--- src/hw/rtl/tawq_pkg.sv ---
package tawq_pkg;

    // Fixed field widths of the request and result channels
    localparam int ACTION_W    = 1;
    localparam int REQ_ID_W    = 4;
    localparam int EVENT_W     = 3;
    localparam int RES_IDX_W   = 2;

    // Default sizing
    localparam int DEF_NUM_RESOURCES  = 4;
    localparam int DEF_NUM_REQUESTERS = 16;
    localparam int DEF_QUEUE_DEPTH    = 16;

    typedef enum logic [ACTION_W-1:0] {
        ACT_REQUEST = 1'b0,
        ACT_RELEASE = 1'b1
    } t_action;

    typedef enum logic [EVENT_W-1:0] {
        EV_GRANTED  = 3'd0,
        EV_QUEUED   = 3'd1,
        EV_RELEASED = 3'd2,
        EV_NOT_HELD = 3'd3,
        EV_DROPPED  = 3'd4
    } t_event;

endpackage

--- src/hw/rtl/tawq_if.sv ---
interface tawq_req_if
    import tawq_pkg::*;
();
    logic                valid;
    logic                ready;
    logic [ACTION_W-1:0] action;
    logic [REQ_ID_W-1:0] requester;

    modport source (output valid, output action, output requester, input ready);
    modport sink   (input valid, input action, input requester, output ready);
endinterface

interface tawq_res_if
    import tawq_pkg::*;
();
    logic                 valid;
    logic                 ready;
    logic [EVENT_W-1:0]   event_res;
    logic [REQ_ID_W-1:0]  who;
    logic [RES_IDX_W-1:0] resource;
    logic                 last;

    modport source (output valid, output event_res, output who, output resource,
                    output last, input ready);
    modport sink   (input valid, input event_res, input who, input resource,
                    input last, output ready);
endinterface

--- src/hw/rtl/table_allocator_with_wait_queue_top.sv ---
// A result is registered on the output from ST_EXEC, after the held-resource read;
// a release that hands the freed slot to a waiter gives its second result from ST_SERVE.
// A new request is taken only in ST_IDLE, so the block does not accept the next request
// before the last result of the previous one is registered. Output back-pressure stalls it.
// Reset (synchronous, active low): all resources free, nothing held, wait queue empty,
// search start at zero. The wait queue storage is not cleared and needs no clearing pass.
module table_allocator_with_wait_queue_top
    import tawq_pkg::*;
#(
    parameter int NUM_RESOURCES  = DEF_NUM_RESOURCES,
    parameter int NUM_REQUESTERS = DEF_NUM_REQUESTERS,
    parameter int QUEUE_DEPTH    = DEF_QUEUE_DEPTH
) (
    input  logic       i_clk,
    input  logic       i_rst_n,
    tawq_req_if.sink   i_req,
    tawq_res_if.source o_res
);

    localparam int RW  = (NUM_RESOURCES > 1) ? $clog2(NUM_RESOURCES) : 1;
    localparam int BW  = $clog2(NUM_RESOURCES + 1);
    localparam int IDW = $clog2(NUM_REQUESTERS);
    localparam int QW  = (QUEUE_DEPTH > 1) ? $clog2(QUEUE_DEPTH) : 1;
    localparam int CW  = $clog2(QUEUE_DEPTH + 1);
    localparam int MW  = ($clog2(NUM_REQUESTERS + 1) > REQ_ID_W) ?
                         $clog2(NUM_REQUESTERS + 1) : REQ_ID_W;
    localparam int MOD_STEPS = (1 << REQ_ID_W) / 2;

    typedef enum logic [1:0] {
        ST_IDLE,
        ST_EXEC,
        ST_SERVE
    } t_state;

    // Memories
    logic [RW-1:0]  m_held [NUM_REQUESTERS];
    logic [IDW-1:0] m_wait [QUEUE_DEPTH];

    // Registers
    t_state                    r_state,      n_state;
    logic [NUM_RESOURCES-1:0]  r_busy_map,   n_busy_map;
    logic [BW-1:0]             r_busy_count, n_busy_count;
    logic [RW-1:0]             r_start,      n_start;
    logic [NUM_REQUESTERS-1:0] r_held_vld,   n_held_vld;
    logic [QW-1:0]             r_head,       n_head;
    logic [QW-1:0]             r_tail,       n_tail;
    logic [CW-1:0]             r_wait_count, n_wait_count;
    t_action                   r_act,        n_act;
    logic [IDW-1:0]            r_id,         n_id;
    logic [IDW-1:0]            r_next,       n_next;
    logic                      r_out_valid,  n_out_valid;
    t_event                    r_out_event,  n_out_event;
    logic [IDW-1:0]            r_out_who,    n_out_who;
    logic [RW-1:0]             r_out_res,    n_out_res;
    logic                      r_out_last,   n_out_last;
    logic [RW-1:0]             r_held_rd;
    logic [IDW-1:0]            r_wait_rd;

    // Memory ports
    logic           held_rd_en;
    logic [IDW-1:0] held_rd_addr;
    logic           held_wr_en;
    logic [IDW-1:0] held_wr_addr;
    logic [RW-1:0]  held_wr_data;
    logic           wait_rd_en;
    logic           wait_wr_en;
    logic [IDW-1:0] wait_wr_data;

    logic           accept;
    logic           out_free;
    logic           serve_go;
    logic [IDW-1:0] s_id;
    logic [IDW-1:0] red_id;
    logic [MW-1:0]  mod_val;
    logic           hi_hit;
    logic [RW-1:0]  hi_idx;
    logic [RW-1:0]  lo_idx;
    logic [RW-1:0]  pick;

    assign i_req.ready = (r_state == ST_IDLE);
    assign accept      = i_req.valid && i_req.ready;
    assign out_free    = !r_out_valid || o_res.ready;

    assign o_res.valid     = r_out_valid;
    assign o_res.event_res = r_out_event;
    assign o_res.who       = REQ_ID_W'(r_out_who);
    assign o_res.resource  = RES_IDX_W'(r_out_res);
    assign o_res.last      = r_out_last;

    // Fold an out-of-range id back into the requester range
    always_comb begin
        mod_val = MW'(i_req.requester);
        for (int k = 0; k < MOD_STEPS; k++) begin
            if (mod_val >= MW'(NUM_REQUESTERS)) begin
                mod_val = mod_val - MW'(NUM_REQUESTERS);
            end
        end
        red_id = IDW'(mod_val);
    end

    // Rotating search: lowest free slot at or after the start, else lowest free slot
    always_comb begin
        hi_hit = 1'b0;
        hi_idx = '0;
        lo_idx = '0;
        for (int k = NUM_RESOURCES - 1; k >= 0; k--) begin
            if (!r_busy_map[k]) begin
                lo_idx = RW'(k);
                if (RW'(k) >= r_start) begin
                    hi_hit = 1'b1;
                    hi_idx = RW'(k);
                end
            end
        end
        pick = hi_hit ? hi_idx : lo_idx;
    end

    assign serve_go = out_free &&
                      (((r_state == ST_EXEC) && (r_act == ACT_REQUEST)) ||
                       (r_state == ST_SERVE));
    assign s_id     = (r_state == ST_SERVE) ? r_next : r_id;

    always_comb begin
        n_state      = r_state;
        n_busy_map   = r_busy_map;
        n_busy_count = r_busy_count;
        n_start      = r_start;
        n_held_vld   = r_held_vld;
        n_head       = r_head;
        n_tail       = r_tail;
        n_wait_count = r_wait_count;
        n_act        = r_act;
        n_id         = r_id;
        n_next       = r_next;
        n_out_valid  = r_out_valid && !o_res.ready;
        n_out_event  = r_out_event;
        n_out_who    = r_out_who;
        n_out_res    = r_out_res;
        n_out_last   = r_out_last;
        held_rd_en   = 1'b0;
        held_rd_addr = red_id;
        held_wr_en   = 1'b0;
        held_wr_addr = s_id;
        held_wr_data = pick;
        wait_rd_en   = 1'b0;
        wait_wr_en   = 1'b0;
        wait_wr_data = s_id;

        case (r_state)
            ST_IDLE: begin
                if (accept) begin
                    n_act      = t_action'(i_req.action);
                    n_id       = red_id;
                    held_rd_en = 1'b1;
                    wait_rd_en = 1'b1;
                    n_state    = ST_EXEC;
                end
            end
            ST_EXEC: begin
                if (out_free && (r_act == ACT_RELEASE)) begin
                    n_out_valid = 1'b1;
                    n_out_who   = r_id;
                    if (!r_held_vld[r_id]) begin
                        n_out_event = EV_NOT_HELD;
                        n_out_res   = '0;
                        n_out_last  = 1'b1;
                        n_state     = ST_IDLE;
                    end else begin
                        n_held_vld[r_id] = 1'b0;
                        if (r_busy_map[r_held_rd]) begin
                            n_busy_map[r_held_rd] = 1'b0;
                            n_busy_count          = r_busy_count - BW'(1);
                        end
                        n_out_event = EV_RELEASED;
                        n_out_res   = r_held_rd;
                        if (r_wait_count == '0) begin
                            n_out_last = 1'b1;
                            n_state    = ST_IDLE;
                        end else begin
                            // pop the head and look up what it holds
                            n_out_last   = 1'b0;
                            n_next       = r_wait_rd;
                            n_head       = (r_head == QW'(QUEUE_DEPTH - 1)) ?
                                           '0 : r_head + QW'(1);
                            n_wait_count = r_wait_count - CW'(1);
                            held_rd_en   = 1'b1;
                            held_rd_addr = r_wait_rd;
                            n_state      = ST_SERVE;
                        end
                    end
                end
            end
            ST_SERVE: begin
                // handled by the serve path below
            end
            default: begin
                n_state = ST_IDLE;
            end
        endcase

        if (serve_go) begin
            n_out_valid = 1'b1;
            n_out_who   = s_id;
            n_out_last  = 1'b1;
            n_state     = ST_IDLE;
            if (r_held_vld[s_id]) begin
                n_out_event = EV_GRANTED;
                n_out_res   = r_held_rd;
            end else if (r_busy_count < BW'(NUM_RESOURCES)) begin
                n_busy_map[pick] = 1'b1;
                n_busy_count     = r_busy_count + BW'(1);
                n_start          = (pick == RW'(NUM_RESOURCES - 1)) ? '0 : pick + RW'(1);
                n_held_vld[s_id] = 1'b1;
                held_wr_en       = 1'b1;
                n_out_event      = EV_GRANTED;
                n_out_res        = pick;
            end else if (r_wait_count >= CW'(QUEUE_DEPTH)) begin
                n_out_event = EV_DROPPED;
                n_out_res   = '0;
            end else begin
                wait_wr_en   = 1'b1;
                n_tail       = (r_tail == QW'(QUEUE_DEPTH - 1)) ? '0 : r_tail + QW'(1);
                n_wait_count = r_wait_count + CW'(1);
                n_out_event  = EV_QUEUED;
                n_out_res    = '0;
            end
        end
    end

    always_ff @(posedge i_clk) begin
        if (!i_rst_n) begin
            r_state      <= ST_IDLE;
            r_busy_map   <= '0;
            r_busy_count <= '0;
            r_start      <= '0;
            r_held_vld   <= '0;
            r_head       <= '0;
            r_tail       <= '0;
            r_wait_count <= '0;
            r_out_valid  <= 1'b0;
        end else begin
            r_state      <= n_state;
            r_busy_map   <= n_busy_map;
            r_busy_count <= n_busy_count;
            r_start      <= n_start;
            r_held_vld   <= n_held_vld;
            r_head       <= n_head;
            r_tail       <= n_tail;
            r_wait_count <= n_wait_count;
            r_out_valid  <= n_out_valid;
            r_act        <= n_act;
            r_id         <= n_id;
            r_next       <= n_next;
            r_out_event  <= n_out_event;
            r_out_who    <= n_out_who;
            r_out_res    <= n_out_res;
            r_out_last   <= n_out_last;
        end
    end

    // Held-resource table
    always_ff @(posedge i_clk) begin
        if (held_wr_en) begin
            m_held[held_wr_addr] <= held_wr_data;
        end
        if (held_rd_en) begin
            r_held_rd <= m_held[held_rd_addr];
        end
    end

    // Wait queue storage
    always_ff @(posedge i_clk) begin
        if (wait_wr_en) begin
            m_wait[r_tail] <= wait_wr_data;
        end
        if (wait_rd_en) begin
            r_wait_rd <= m_wait[r_head];
        end
    end

    a_busy_count: assert property (@(posedge i_clk) disable iff (!i_rst_n)
        r_busy_count == BW'($countones(r_busy_map)))
        else $error("busy count disagrees with busy map");

    a_wait_bound: assert property (@(posedge i_clk) disable iff (!i_rst_n)
        r_wait_count <= CW'(QUEUE_DEPTH))
        else $error("wait count above queue depth");

    a_accept_exec: assert property (@(posedge i_clk) disable iff (!i_rst_n)
        accept |=> (r_state == ST_EXEC))
        else $error("accepted request did not start execution");

    a_not_last: assert property (@(posedge i_clk) disable iff (!i_rst_n)
        (r_out_valid && !r_out_last) |-> (r_out_event == EV_RELEASED))
        else $error("non-final result is not a release");

    a_serve_entry: assert property (@(posedge i_clk) disable iff (!i_rst_n)
        $rose(r_state == ST_SERVE) |-> ($past(r_state) == ST_EXEC) &&
                                       ($past(r_act) == ACT_RELEASE))
        else $error("waiter served outside a release");

endmodule

--- src/flat_wrapper.sv ---
// flat-port wrapper written by rule: the top's interface ports become plain ports
module table_allocator_with_wait_queue_top_flat import tawq_pkg::*;
#(
    parameter int NUM_RESOURCES  = DEF_NUM_RESOURCES,
    parameter int NUM_REQUESTERS = DEF_NUM_REQUESTERS,
    parameter int QUEUE_DEPTH    = DEF_QUEUE_DEPTH
)
  (i_clk, i_rst_n, i_req_valid, i_req_action, i_req_requester, i_req_ready, o_res_valid, o_res_event_res, o_res_who, o_res_resource, o_res_last, o_res_ready);
  tawq_req_if i_req_i ();
  tawq_res_if o_res_i ();
  input  logic i_clk;
  input  logic i_rst_n;
  input wire logic [$bits(i_req_i.valid)-1:0] i_req_valid;
  input wire logic [$bits(i_req_i.action)-1:0] i_req_action;
  input wire logic [$bits(i_req_i.requester)-1:0] i_req_requester;
  output wire logic [$bits(i_req_i.ready)-1:0] i_req_ready;
  output wire logic [$bits(o_res_i.valid)-1:0] o_res_valid;
  output wire logic [$bits(o_res_i.event_res)-1:0] o_res_event_res;
  output wire logic [$bits(o_res_i.who)-1:0] o_res_who;
  output wire logic [$bits(o_res_i.resource)-1:0] o_res_resource;
  output wire logic [$bits(o_res_i.last)-1:0] o_res_last;
  input wire logic [$bits(o_res_i.ready)-1:0] o_res_ready;
  assign i_req_i.valid = i_req_valid;
  assign i_req_i.action = i_req_action;
  assign i_req_i.requester = i_req_requester;
  assign i_req_ready = i_req_i.ready;
  assign o_res_valid = o_res_i.valid;
  assign o_res_event_res = o_res_i.event_res;
  assign o_res_who = o_res_i.who;
  assign o_res_resource = o_res_i.resource;
  assign o_res_last = o_res_i.last;
  assign o_res_i.ready = o_res_ready;
  table_allocator_with_wait_queue_top #(.NUM_RESOURCES(NUM_RESOURCES), .NUM_REQUESTERS(NUM_REQUESTERS), .QUEUE_DEPTH(QUEUE_DEPTH)) u_core (.i_clk(i_clk), .i_rst_n(i_rst_n), .i_req(i_req_i), .o_res(o_res_i));
endmodule
--- config.mk ---
export PLATFORM = sky130hd
export DESIGN_NAME = table_allocator_with_wait_queue_top_flat
export DESIGN_NICKNAME = d
export VERILOG_FILES = /design/src/hw/rtl/tawq_pkg.sv /design/src/hw/rtl/tawq_if.sv /design/src/hw/rtl/table_allocator_with_wait_queue_top.sv /design/src/flat_wrapper.sv
export SDC_FILE = /design/constraint.sdc
export NUM_CORES = 1
export LEC_CHECK = 0
export BUFFER_PORTS_ARGS = -buffer_cell sky130_fd_sc_hd__buf_2
export CAP_MARGIN = 20
export CORE_ASPECT_RATIO = 0.7
export CORE_MARGIN = 5
export CORE_UTILIZATION = 40
export CTS_BUF_LIST = sky130_fd_sc_hd__clkbuf_4 sky130_fd_sc_hd__clkbuf_8
export CTS_CLUSTER_DIAMETER = 60
export DETAILED_ROUTE_END_ITERATION = 12
export GPL_ROUTABILITY_DRIVEN = 0
export HOLD_SLACK_MARGIN = 0.03
export SKIP_LAST_GASP = 1
export SYNTH_ARGS = -nofsm -noshare
export SYNTH_HDL_FRONTEND = slang
export SYNTH_SLANG_ARGS = --single-unit
--- constraint.sdc ---
create_clock -name i_clk -period 8.3 [get_ports i_clk]
set_input_delay 2.49 -clock i_clk [delete_from_list [all_inputs] [get_ports i_clk]]
set_output_delay 2.49 -clock i_clk [all_outputs]
set_load 0.005 [all_outputs]
==> results of run 1 <==
-- path summary, 6_finish.rpt --
| path | start | endpoint | cells past startpoint |
|---|---|---|---|
| setup / recovery | o_res_ready | u_core.r_held_rd[1] | 9 |
| hold / removal | u_core.r_wait_rd[0] | u_core.r_next[0] | 0 |
| setup reg to reg | u_core.r_state[0] | u_core.m_wait[8][0] | 7 |
| hold reg to reg | u_core.r_wait_rd[0] | u_core.r_next[0] | 0 |
-- synth_stat cells (2+ instances only) --
cell / number / area (µm²)
sky130_fd_sc_hd__edfxtp_1: 121 / 3630
sky130_fd_sc_hd__nand2_1: 45 / 169
sky130_fd_sc_hd__dfxtp_1: 41 / 821
sky130_fd_sc_hd__mux2i_1: 35 / 350
sky130_fd_sc_hd__nor2_1: 27 / 101
sky130_fd_sc_hd__mux4_2: 26 / 586
sky130_fd_sc_hd__inv_1: 21 / 78.8
sky130_fd_sc_hd__a21oi_1: 19 / 95.1
sky130_fd_sc_hd__clkbuf_1: 18 / 67.6
sky130_fd_sc_hd__nor4_1: 18 / 113
sky130_fd_sc_hd__o21ai_0: 17 / 85.1
sky130_fd_sc_hd__a32o_1: 16 / 160
sky130_fd_sc_hd__and3_1: 14 / 87.6
sky130_fd_sc_hd__nor3_1: 14 / 70.1
sky130_fd_sc_hd__ha_1: 13 / 163
sky130_fd_sc_hd__a211oi_1: 11 / 82.6
sky130_fd_sc_hd__nand3_1: 10 / 50.1
sky130_fd_sc_hd__buf_2: 7 / 35.0
sky130_fd_sc_hd__nand2b_1: 7 / 43.8
sky130_fd_sc_hd__nor2b_1: 7 / 43.8
sky130_fd_sc_hd__or3_1: 7 / 43.8
sky130_fd_sc_hd__a311oi_1: 5 / 43.8
sky130_fd_sc_hd__and2_1: 5 / 31.3
sky130_fd_sc_hd__buf_1: 3 / 11.3
sky130_fd_sc_hd__nand4_1: 3 / 18.8
sky130_fd_sc_hd__nor3_2: 3 / 30.0
sky130_fd_sc_hd__nor3b_1: 3 / 22.5
sky130_fd_sc_hd__o31ai_1: 3 / 22.5
sky130_fd_sc_hd__a221oi_2: 2 / 30.0
sky130_fd_sc_hd__buf_4: 2 / 15.0
sky130_fd_sc_hd__buf_6: 2 / 22.5
sky130_fd_sc_hd__inv_2: 2 / 7.51
sky130_fd_sc_hd__mux2_2: 2 / 22.5
sky130_fd_sc_hd__o21a_1: 2 / 15.0
sky130_fd_sc_hd__or3b_1: 2 / 17.5
sky130_fd_sc_hd__xnor2_1: 2 / 17.5
-- final cells by class --
| cell class | count | area (µm²) |
|---|---|---|
| Fill cell | 1610 | 10000 |
| Sequential cell | 162 | 4450 |
| Multi-Input combinational cell | 339 | 2710 |
| Tap cell | 236 | 295 |
| Clock buffer | 17 | 234 |
| Clock inverter | 15 | 149 |
| Timing Repair Buffer | 26 | 145 |
| Inverter | 24 | 90.1 |
-- where the power goes --
group	leakage (nW)	switching, W	total, W	internal (W)
clock network	0.190	0.000313	0.000559	0.000245
logic	1.11	0.0000431	0.0000618	0.0000187
registers	1.40	0.00000828	0.000882	0.000874
-- stage by stage --
step / instance area [µm²] / utilization / hold WS [ns] / instances
6_report: 8080 / 0.446 / 0.466 / 819
5_1_grt: 8080 / 0.446 / 0.490 / 819
4_1_cts: 8080 / 0.446 / 0.470 / 819
3_5_place_dp: 7700 / 0.425 / 0.446 / 787
3_3_place_gp: 7700 / 0.425 / 0.460 / 787
2_1_floorplan: 7420 / - / 0.426 / 558
-- sequential cells by signal, summed over array words and instances (netlist names), 3 cells and up --
| name | count |
|---|---|
| u_core.m_wait | 64 |
| u_core.m_held | 32 |
| u_core.r_held_vld | 16 |
| u_core.r_wait_count | 5 |
| u_core.o_res.who | 4 |
| u_core.r_busy_map | 4 |
| u_core.r_head | 4 |
| u_core.r_id | 4 |
| u_core.r_next | 4 |
| u_core.r_tail | 4 |
| u_core.r_wait_rd | 4 |
| u_core.o_res.event_res | 3 |
| u_core.r_busy_count | 3 |
-- kinds of logic (layout without fill, tap and decap cells) --
kind of cell	Yosys count	in the layout
buffers and inverters	57	82
xor gates and xnor gates	3	3
DFF	162	162
muxes	65	65
adders and majority gates	13	13
AOI/OAI and AO/OA	89	89
and+or+nand+nor	169	169
-- metal layers --
metal  up-vias  GRT usage  share of wire
li1       2191          -              -
met1      2427      0.242           0.47
met2       202      0.242           0.44
met3        26     0.0407          0.070
met4         0     0.0515          0.019
met5         -          0              0
==> results.md, run 1 <==
* Most frequent cells in the layout: sky130_fd_sc_hd__edfxtp_1, sky130_fd_sc_hd__nand2_1, sky130_fd_sc_hd__dfxtp_1, sky130_fd_sc_hd__mux2i_1, sky130_fd_sc_hd__nor2_1
* Post-synthesis compound-gate area fraction at 0.0892
* Least setup slack across all paths after layout at 3.58 ns
* Async set-or-reset flop fraction in the synthesized netlist at 0
* Slew of the pin with the lowest slew margin at 1.03 ns
* Hpwl dp at 11900 µm
* Worst-case headroom to the max-slew limit at 0.310
* Number of warnings printed during yosys synthesis at 0
* Number of remaining DRC errors at 0
* Fin nets at around 590
* Final setup viols at 0
* Initial Util at 0.410
* Worst path max stage delay at 0.66 ns
* Most frequently used flop master after synthesis: sky130_fd_sc_hd__edfxtp_1
* CP arrival at 4.90 ns
* Maximum vdd ir drop at roughly 80 µV
* Total global-route track usage at 0.164
* Post-CTS Setup Repair Bufs at 0
* Number of design-rule violations left by the first detailed-router iteration at 499
* Sequential cell area fraction in the yosys report at 0.600
* Highest Clock Rate at 212 MHz
* Area grow syn2layout at 8.85%
* Global route total overflow at 0
* Post-placement worst setup slack at 3.13 ns
* Hold Vio Cnt, Final at 0
* Leakage power total at 2.70 nW
* Cell variety after synth at just under 60
* Unrepaired setup endpoints after global routing: false
* Clock Tree Buf Depth at 2
* CTS H-tree lvls at 4
* Detailed-routing iteration count for the pre-antenna-repair pass at 5
* Total count of max-transition violations in the final report at 0
* Peak fanout along the critical path at 14
* Number of placed I/O pins at 21
* Number of storage elements in the synthesis netlist at 162
* Most common cell after layout, fill and taps aside: sky130_fd_sc_hd__edfxtp_1
* Worst-case clock skew at between 0.01 and 0.015 ns
* Setup TNS Final at 0 ns
* Post-detailed-route wirelength per cell at 21.0 µm
* TritonCTS clock tree: done
* CP cell instances: buf_2 > nor2b_1 > or3b_1 > or3b_1 > mux2_4 > mux2i_1 > mux2i_1 > mux2i_1 > mux2i_1
* Average cell area after synthesis at 13.3 µm²
* Wire length of the first global-routing pass at 27000 µm
* Critical path's slowest cell: sky130_fd_sc_hd__or3b_1
* Synthesized Nets at 580
* Core Region at 18100 µm²
* Count of nets left with antenna violations after detail routing at 0
* Fraction of synthesized cell area in xor and xnor cells at 0.00354
* Layout cells sized above 1 at 0.168
* Antenna violations before repair at 0
* Quantity of gates resized following cts at 0
* Cells after synthesis at 558
* Die Area at ~21000 µm²
* Antenna diodes at 0
* Routed wire length at 17200 µm
* Largest net degree at the start of global routing at 29
* Run status: finished, final reports clean
* Classification of the worst setup path: input port to register
* Adder and majority cell fraction of the synthesized area at 0.0219
* Data required time of the critical path at between 8 and 9 ns
* Total number of vias at ~4800
* Crit path time final at 4.72 ns
* Mux contribution to synthesized area at 0.133
* Floorplan die width at between 150 and 200 µm
* Area fraction in and, or, nand and nor cells after synthesis at 0.118
* Number of standard-cell rows in the floorplan at 41
* Endpoint kind of the worst setup timing path: register
* Setup slack of the most critical reg-to-reg path at 4.27 ns
* Top Family by Delay on Critical Path: simple AND/OR/NAND/NOR gates
* Share of the clock period used by the worst path at 0.568
* Max Cap Viol at 0
* Post-CTS Hold Buffers at 0
* Combined area of all synthesized cells at 7420 µm²
* Later-pin clock latency in the skew report at about 0.46 ns
* Post-synth EDFFs at 121
* Clock-pin slew on the worst setup and hold paths at 0.09 ns
* Post-DR vias/cell at 5.92
* Cell type with the highest occurrence count on the critical path: sky130_fd_sc_hd__mux2i_1
* Worst path buffer plus inverter count at 1
* Dominant combinational cell family by area after synthesis: multiplexers
* Input/output buffers at 20
* CTS sink count at around 160
* Startpoint kind of the worst setup timing path: input port
* CTS Root Buffer Type: sky130_fd_sc_hd__clkbuf_8
* CTS Buf Count at 17
* Number of global-route vias before repair at 4697
* Classification of the worst-slack hold path: register to register
* Pwr per Cell Area at 186 nW/µm²
* Total power at approximately 0.0015 W
* Height of the die at roughly 120 µm
No activity file was read; power rests on OpenSTA's default activity.
==> run 2, diff against run 1 <==
--- a/config.mk
+++ b/config.mk
@@ -5,6 +5,7 @@
 export SDC_FILE = /design/constraint.sdc
 export NUM_CORES = 1
 export LEC_CHECK = 0
+export ABC_AREA = 1
 export BUFFER_PORTS_ARGS = -buffer_cell sky130_fd_sc_hd__buf_2
 export CAP_MARGIN = 20
 export CORE_ASPECT_RATIO = 0.7
==> constraint.sdc (replaced) <==
create_clock -name i_clk -period 4.1 [get_ports i_clk]
set_input_delay 1.23 -clock i_clk [delete_from_list [all_inputs] [get_ports i_clk]]
set_output_delay 1.23 -clock i_clk [all_outputs]
set_load 0.005 [all_outputs]
==> run 2 against run 1 <==
Net effect: total power rose by 120%; hold slack gained 0.012 ns; utilization shrank 0.13 points; sequential power up 110%; synthesized area rose by 3.0%; critical path depth is 3 higher; sequential share of layout area is 2.1 points lower; clock power is 120% higher; non-clock buffer count is 1 lower; critical endpoint is now u_core.m_wait[14][2]; largest cell class unchanged.
==> results.md, run 2 <==
* Run status: finished, final reports clean
* Number of placed I/O pins at 21
* Initial Util at 0.405
* Post-synth top cells: sky130_fd_sc_hd__nand2_1, sky130_fd_sc_hd__edfxtp_1, sky130_fd_sc_hd__inv_1
* Sequential cell area fraction in the yosys report at 0.583
* Combined flip-flop and latch cell area at 4450 µm²
* Maximum vdd ir drop at roughly 170 µV
* Classification of the worst-slack hold path: register to register
* Worst-case clock skew at 0.0154 ns
* Critical path's slowest cell: sky130_fd_sc_hd__inv_1
* Post-synthesis compound-gate area fraction at 0.100
* Peak fanout along the critical path at 19
* Synthesized Nets at ~850
* CP arrival at 3.39 ns
* CTS sink count at about 160
* Top-count cell post-synth: sky130_fd_sc_hd__nand2_1
* Fraction of synthesized cell area in xor and xnor cells at 0.00458
* Data required time of the critical path at roughly 4.2 ns
* Pwr per Cell Area at 387 nW/µm²
* Classification of the worst setup path: register to register
* Number of warnings printed during yosys synthesis at 0
* Final setup viols at 0
* Clock Tree Buf Depth at 2
* Crit path capture: u_core.m_wait[14][2]
* Total global-route track usage at 0.174
* Most common cell after layout, fill and taps aside: sky130_fd_sc_hd__nand2_1
* Area fraction of the dominant cell type after synthesis at 0.475
* Number of design-rule violations left by the first detailed-router iteration at a little over 600
* Number of standard-cell rows in the floorplan at 42
* Post-DR vias/cell at ~5.2
* Layout cells sized above 1 at 0.118
* Cell type with the highest aggregate area in the netlist: sky130_fd_sc_hd__edfxtp_1
* CTS H-tree lvls at 4
* Hpwl dp at 13500 µm
* Max Cap Viol at 0
* Dominant combinational cell family by area after synthesis: simple AND/OR/NAND/NOR gates
* Slew of the pin with the lowest slew margin at 0.973 ns
* Crit path time final at between 3 and 4 ns
* Cell count after placement at between 1000 and 1500
* Setup slack of the most critical reg-to-reg path at 0.83 ns
* Number of global-route vias before repair at 5244
* Combined area of all synthesized cells at 7650 µm²
* CTS Root Buffer Type: sky130_fd_sc_hd__clkbuf_8
* Total number of vias at 5753
* Hold slack at 0.478 ns
* Number of remaining DRC errors at 0
* Async set-or-reset flop fraction in the synthesized netlist at 0
* Later-pin clock latency in the skew report at 0.45 ns
* Hold Vio Cnt, Final at 0
* Post-detailed-route wirelength per cell at 17.2 µm
* Fill cell count at approximately 1800
* First element of the critical path: u_core.r_state[1]
* Total stage count of the critical path at 12
* Worst path buffer plus inverter count at 2
* Startpoint kind of the worst setup timing path: register
* Leakage power total at roughly 3.3 nW
* Antenna diodes at 0
* Post-CTS Setup Repair Bufs at 0
* Adder and majority cell fraction of the synthesized area at 0.0213
* Area grow syn2layout at 9.77%
* Leading post-synthesis cells by cell area: sky130_fd_sc_hd__edfxtp_1, sky130_fd_sc_hd__dfxtp_1, sky130_fd_sc_hd__nand2_1
* Fin nets at between 800 and 900
* Area fraction in and, or, nand and nor cells after synthesis at 0.224
* Worst R2R End: u_core.m_wait[14][2]
* Cell variety after synth at 36
* Max reg flops at between 60 and 70
* Core Region at between 15000 and 20000 µm²
* Mux contribution to synthesized area at 0
* Regs by FF count: u_core.m_wait (64), u_core.m_held (32), u_core.r_held_vld (16)
* Post-CTS Hold Buffers at 0
* Total count of max-transition violations in the final report at 0
* Worst-case headroom to the max-slew limit at 0.351
* Endpoint kind of the worst setup timing path: register
* Clock-pin slew on the worst setup and hold paths at 0.08 ns
* Register with the highest flop count: u_core.m_wait
* Highest Clock Rate at 306 MHz
* Routed wire length at 19000 µm
* Die Area at 22000 µm²
* Most frequently used flop master after synthesis: sky130_fd_sc_hd__edfxtp_1
* Final Util at 0.445
* Input/output buffers at 20
* Setup TNS Final at 0 ns
* Worst path max stage delay at 0.53 ns
* Most frequent cells in the layout: sky130_fd_sc_hd__nand2_1, sky130_fd_sc_hd__edfxtp_1, sky130_fd_sc_hd__inv_1, sky130_fd_sc_hd__nor2_1, sky130_fd_sc_hd__o21ai_0
* Floorplan die width at 175 µm
* Global route total overflow at 0
* Detailed-routing iteration count for the pre-antenna-repair pass at 5
* Area of combinational cells with multiple inputs at 2680 µm²
* CTS Buf Count at 17
* Quantity of gates resized following cts at 0
* CP cell instances: nand2_4 > nand2_1 > o21ai_2 > inv_1 > nor2_1 > nand2_2 > nand2_2 > nor2_4 > nand3_4 > inv_2 > nand2_1 > nor2_1
* Final Instance Count excl. Fillers at 1099
* Cells after synthesis at 824
* Worst R2R Start: u_core.r_state[1]
* Average cell area after synthesis at 9.28 µm²
* TritonCTS clock tree: done
* Share of the clock period used by the worst path at 0.798
* Count of nets left with antenna violations after detail routing at 0
* Wire length of the first global-routing pass at between 20000 and 30000 µm
* Post-synth EDFFs at roughly 120
* FF-to-FF path depth at 12
* Height of the die at about 130 µm
* Unrepaired setup endpoints after global routing: false
* Top Family by Delay on Critical Path: simple AND/OR/NAND/NOR gates
* Number of storage elements in the synthesis netlist at 162
* Largest net degree at the start of global routing at 37
* Antenna violations before repair at 0
## run 2: report_power, final
group          internal, W  leakage, nW  switching (W)
clock network     0.000610        0.207       0.000626
logic            0.0000497         1.68       0.000148
registers          0.00179         1.46      0.0000206
## run 2: worst min-delay path by stage
stage	from	endpoint	slack, ns	cells after the start
2_1_floorplan	u_core.r_wait_rd[3]	u_core.r_next[3]	0.42	0
3_3_place_gp	u_core.r_wait_rd[3]	u_core.r_next[3]	0.46	0
3_5_place_dp	u_core.r_wait_rd[3]	u_core.r_next[3]	0.45	0
4_1_cts	u_core.r_wait_rd[3]	u_core.r_next[3]	0.48	0
5_1_grt	u_core.r_wait_rd[3]	u_core.r_next[3]	0.50	0
6_report	u_core.r_wait_rd[3]	u_core.r_next[3]	0.48	0
## run 2: kinds of logic (layout without fill, tap and decap cells)
| family | count (synthesis) | count (layout) |
|---|---|---|
| simple gates | 378 | 378 |
| flops | 162 | 162 |
| compound gates | 136 | 136 |
| buf+inv | 131 | 164 |
| fa+ha+maj | 13 | 13 |
| xor+xnor | 4 | 4 |
## run 2: stage by stage
| step | cell area [µm²] | worst slack, ns | power, W |
|---|---|---|---|
| 2_1_floorplan | 7650 | 1.35 | 0.00197 |
| 3_5_place_dp | 7980 | 0.683 | 0.00204 |
| 4_1_cts | 8390 | 0.857 | 0.00326 |
| 5_1_grt | 8390 | 0.586 | 0.00337 |
| 6_report | 8390 | 0.827 | 0.00324 |
| 3_3_place_gp | 7980 | 0.779 | 0.00204 |
## run 2: metal layers
metal / vias to the layer above / part of all wire / global-route usage
met4: 0 / 0.0062 / 0.0323
met1: 2692 / 0.53 / 0.288
met2: 220 / 0.38 / 0.219
met3: 12 / 0.082 / 0.0533
met5: - / 0 / 0
li1: 2829 / - / -
## run 2: final cells by class
| class | instances | share of cell area |
|---|---|---|
| multi-input cells | 531 | 0.319 |
| inverters | 108 | 0.0483 |
| clock inverters | 14 | 0.0213 |
| well taps | 242 | 0.0361 |
| clock buffers | 17 | 0.0279 |
| repair buffers | 25 | 0.0164 |
| flip-flops and latches | 162 | 0.531 |
==> run 3, diff against run 2 <==
--- a/config.mk
+++ b/config.mk
@@ -5,7 +5,7 @@
 export SDC_FILE = /design/constraint.sdc
 export NUM_CORES = 1
 export LEC_CHECK = 0
-export ABC_AREA = 1
+export ABC_AREA = 0
 export BUFFER_PORTS_ARGS = -buffer_cell sky130_fd_sc_hd__buf_2
 export CAP_MARGIN = 20
 export CORE_ASPECT_RATIO = 0.7
==> constraint.sdc (replaced) <==
create_clock -name i_clk -period 2.83 [get_ports i_clk]
set_input_delay 0.849 -clock i_clk [delete_from_list [all_inputs] [get_ports i_clk]]
set_output_delay 0.849 -clock i_clk [all_outputs]
set_load 0.005 [all_outputs]
==> run 3 against run 2 <==
Net effect: the run now ends with negative setup slack left; global-route usage increased by 0.37 points; utilization increased by 6.0 points; clock power rose by 52%; cell area grew 8.9%; wire length about the same; sequential power up 43%; hold slack improved by 0.016 ns; non-clock buffer count is 96 higher; die area down 2.7%; total power grew 46%; critical path depth is 2 lower; largest cell class unchanged.
==> results.md, run 3 (synthesis results as in run 1) <==
* Core Region at 18100 µm²
* Startpoint kind of the worst setup timing path: register
* Classification of the worst setup path: register to register
* Data required time of the critical path at between 3 and 4 ns
* Height of the die at 124 µm
* Global route total overflow at 0
* Classification of the worst-slack hold path: register to register
* Post-DR vias/cell at 5.74
* Fin nets at 689
* Number of placed I/O pins at 21
* Number of standard-cell rows in the floorplan at just over 40
* Final Util at 0.505
* Max reg flops at 64
* Worst-case headroom to the max-slew limit at 0.625
* Antenna violations before repair at 0
* Worst path max stage delay at 0.51 ns
* Most frequent cells in the layout: sky130_fd_sc_hd__edfxtp_1, sky130_fd_sc_hd__buf_4, sky130_fd_sc_hd__nand2_1, sky130_fd_sc_hd__dfxtp_1, sky130_fd_sc_hd__mux2i_1
* Highest Clock Rate at around 320 MHz
* CTS Buf Count at 17
* CTS sink count at approximately 160
* Largest net degree at the start of global routing at 21
* Clock-pin slew on the worst setup and hold paths at 0.09 ns
* Worst path buffer plus inverter count at 2
* Post-CTS Hold Buffers at 0
* CP arrival at 3.37 ns
* Die Area at 21400 µm²
* Most common cell after layout, fill and taps aside: sky130_fd_sc_hd__edfxtp_1
* Total number of vias at 5255
* TritonCTS clock tree: done
* Maximum vdd ir drop at 288 µV
* Top Family by Delay on Critical Path: multiplexers
* Setup slack of the most critical reg-to-reg path at -0.32 ns
* Post-detailed-route wirelength per cell at 20.7 µm
* Number of global-route vias before repair at 5173
* Number of remaining DRC errors at 0
* CP cell instances: buf_6 > mux4_2 > mux4_2 > or3b_4 > mux2_2 > buf_4 > mux2i_1 > mux2i_1 > mux2i_1 > mux2i_1
* Layout cells sized above 1 at 0.335
* Later-pin clock latency in the skew report at 0.46 ns
* Input/output buffers at 20
* Hold Vio Cnt, Final at 0
* Wire length of the first global-routing pass at between 20000 and 30000 µm
* Count of nets left with antenna violations after detail routing at 0
* CTS H-tree lvls at 4
* CTS Root Buffer Type: sky130_fd_sc_hd__clkbuf_8
* Share of the clock period used by the worst path at 1.11
* Run status: finished with violations
* Initial Util at 0.410
* Endpoint kind of the worst setup timing path: register
* Total global-route track usage at 0.178
* Area of combinational cells with multiple inputs at ~3000 µm²
* Clock Tree Buf Depth at 2
* Peak fanout along the critical path at 7
* Max Cap Viol at 0
* Routed wire length at 18900 µm
* Pwr per Cell Area at 518 nW/µm²
* Worst-case clock skew at 0.0111 ns
* Hold slack at 0.493 ns
* Crit path time final at 3.15 ns
* Total power at between 0.004 and 0.005 W
* Critical path's slowest cell: sky130_fd_sc_hd__mux4_2
* Combined flip-flop and latch cell area at between 4000 and 5000 µm²
* Fill cell count at 1548
* Number of design-rule violations left by the first detailed-router iteration at 496
* Hpwl dp at between 10000 and 15000 µm
* Least setup slack across all paths after layout at -0.319 ns
* Unrepaired setup endpoints after global routing: true
* Floorplan die width at 173 µm
* Area grow syn2layout at 23.1%
* Regs by FF count: u_core.m_wait (64), u_core.m_held (32), u_core.r_held_vld (16)
* Slew of the pin with the lowest slew margin at 0.562 ns
* Leakage power total at about 3.2 nW
* Total count of max-transition violations in the final report at 0
* Register with the highest flop count: u_core.m_wait
* Violations in the final reports: negative setup slack
* Final setup viols at 2
* Detailed-routing iteration count for the pre-antenna-repair pass at 6
* Cell type with the highest occurrence count on the critical path: sky130_fd_sc_hd__mux2i_1
* Antenna diodes at 0
## run 3: changes by cell type in the layout (fill, tap and decap cells not counted), moves of 12 or more
cell | before | now
sky130_fd_sc_hd__a32o_1 | 0 | 16
sky130_fd_sc_hd__a21oi_1 | 41 | 19
sky130_fd_sc_hd__mux4_2 | 0 | 26
sky130_fd_sc_hd__nand4_1 | 23 | 3
sky130_fd_sc_hd__mux2i_1 | 0 | 31
sky130_fd_sc_hd__inv_1 | 97 | 21
sky130_fd_sc_hd__o21ai_0 | 61 | 16
sky130_fd_sc_hd__buf_4 | 5 | 95
sky130_fd_sc_hd__o22ai_1 | 12 | 0
sky130_fd_sc_hd__nor2_1 | 83 | 26
sky130_fd_sc_hd__nand3_1 | 59 | 10
sky130_fd_sc_hd__and3_1 | 1 | 13
sky130_fd_sc_hd__nand2_1 | 175 | 45
## run 3: per-stage QoR
stage	worst slack, ns	cells	TNS [ns]	instance area (µm²)
finish	-0.319	916	-0.588	9140
global route	-0.431	916	-0.991	9140
CTS	-0.295	915	-0.574	9030
detailed placement	-0.400	877	-2.66	8490
global placement	-0.293	877	-1.96	8490
floorplan	-0.0778	558	-0.144	7510
## run 3: report_power, final
part | switching, W | internal [W] | leakage [nW]
Sequential | 0.0000176 | 0.00256 | 1.40
Clock | 0.000872 | 0.00102 | 0.219
Combinational | 0.000157 | 0.000105 | 1.62
## run 3: final cells by class
class | instances | area share
repair buffers | 121 | 0.0993
clock inverters | 12 | 0.0196
flip-flops and latches | 162 | 0.487
multi-input cells | 341 | 0.322
clock buffers | 20 | 0.0294
inverters | 24 | 0.00986
well taps | 236 | 0.0323
## run 3: repair_timing
| item | CTS | global route |
|---|---|---|
| pin swaps | 1 | 4 |
| buffers inserted | 5 | 0 |
| gates resized for setup | 7 | 20 |
| endpoints found under the setup margin | 9 | 99 |
| endpoints found under the hold margin | 0 | 0 |
| cloned | 1 | 1 |
## run 3: path summary, 6_finish.rpt
path,cells past startpoint,to,startpoint
setup / recovery,10,u_core.r_held_rd[1],u_core.r_id[2]
hold reg to reg,0,u_core.r_next[0],u_core.r_wait_rd[0]
hold / removal,0,u_core.r_next[0],u_core.r_wait_rd[0]
setup reg to reg,10,u_core.r_held_rd[1],u_core.r_id[2]
## run 3: routing by layer
layer / up-vias / share of wire / track usage
met5: - / 0 / 0
met4: 0 / 0.0092 / 0.0432
met3: 23 / 0.072 / 0.0428
met2: 208 / 0.45 / 0.261
met1: 2648 / 0.47 / 0.267
li1: 2376 / - / -
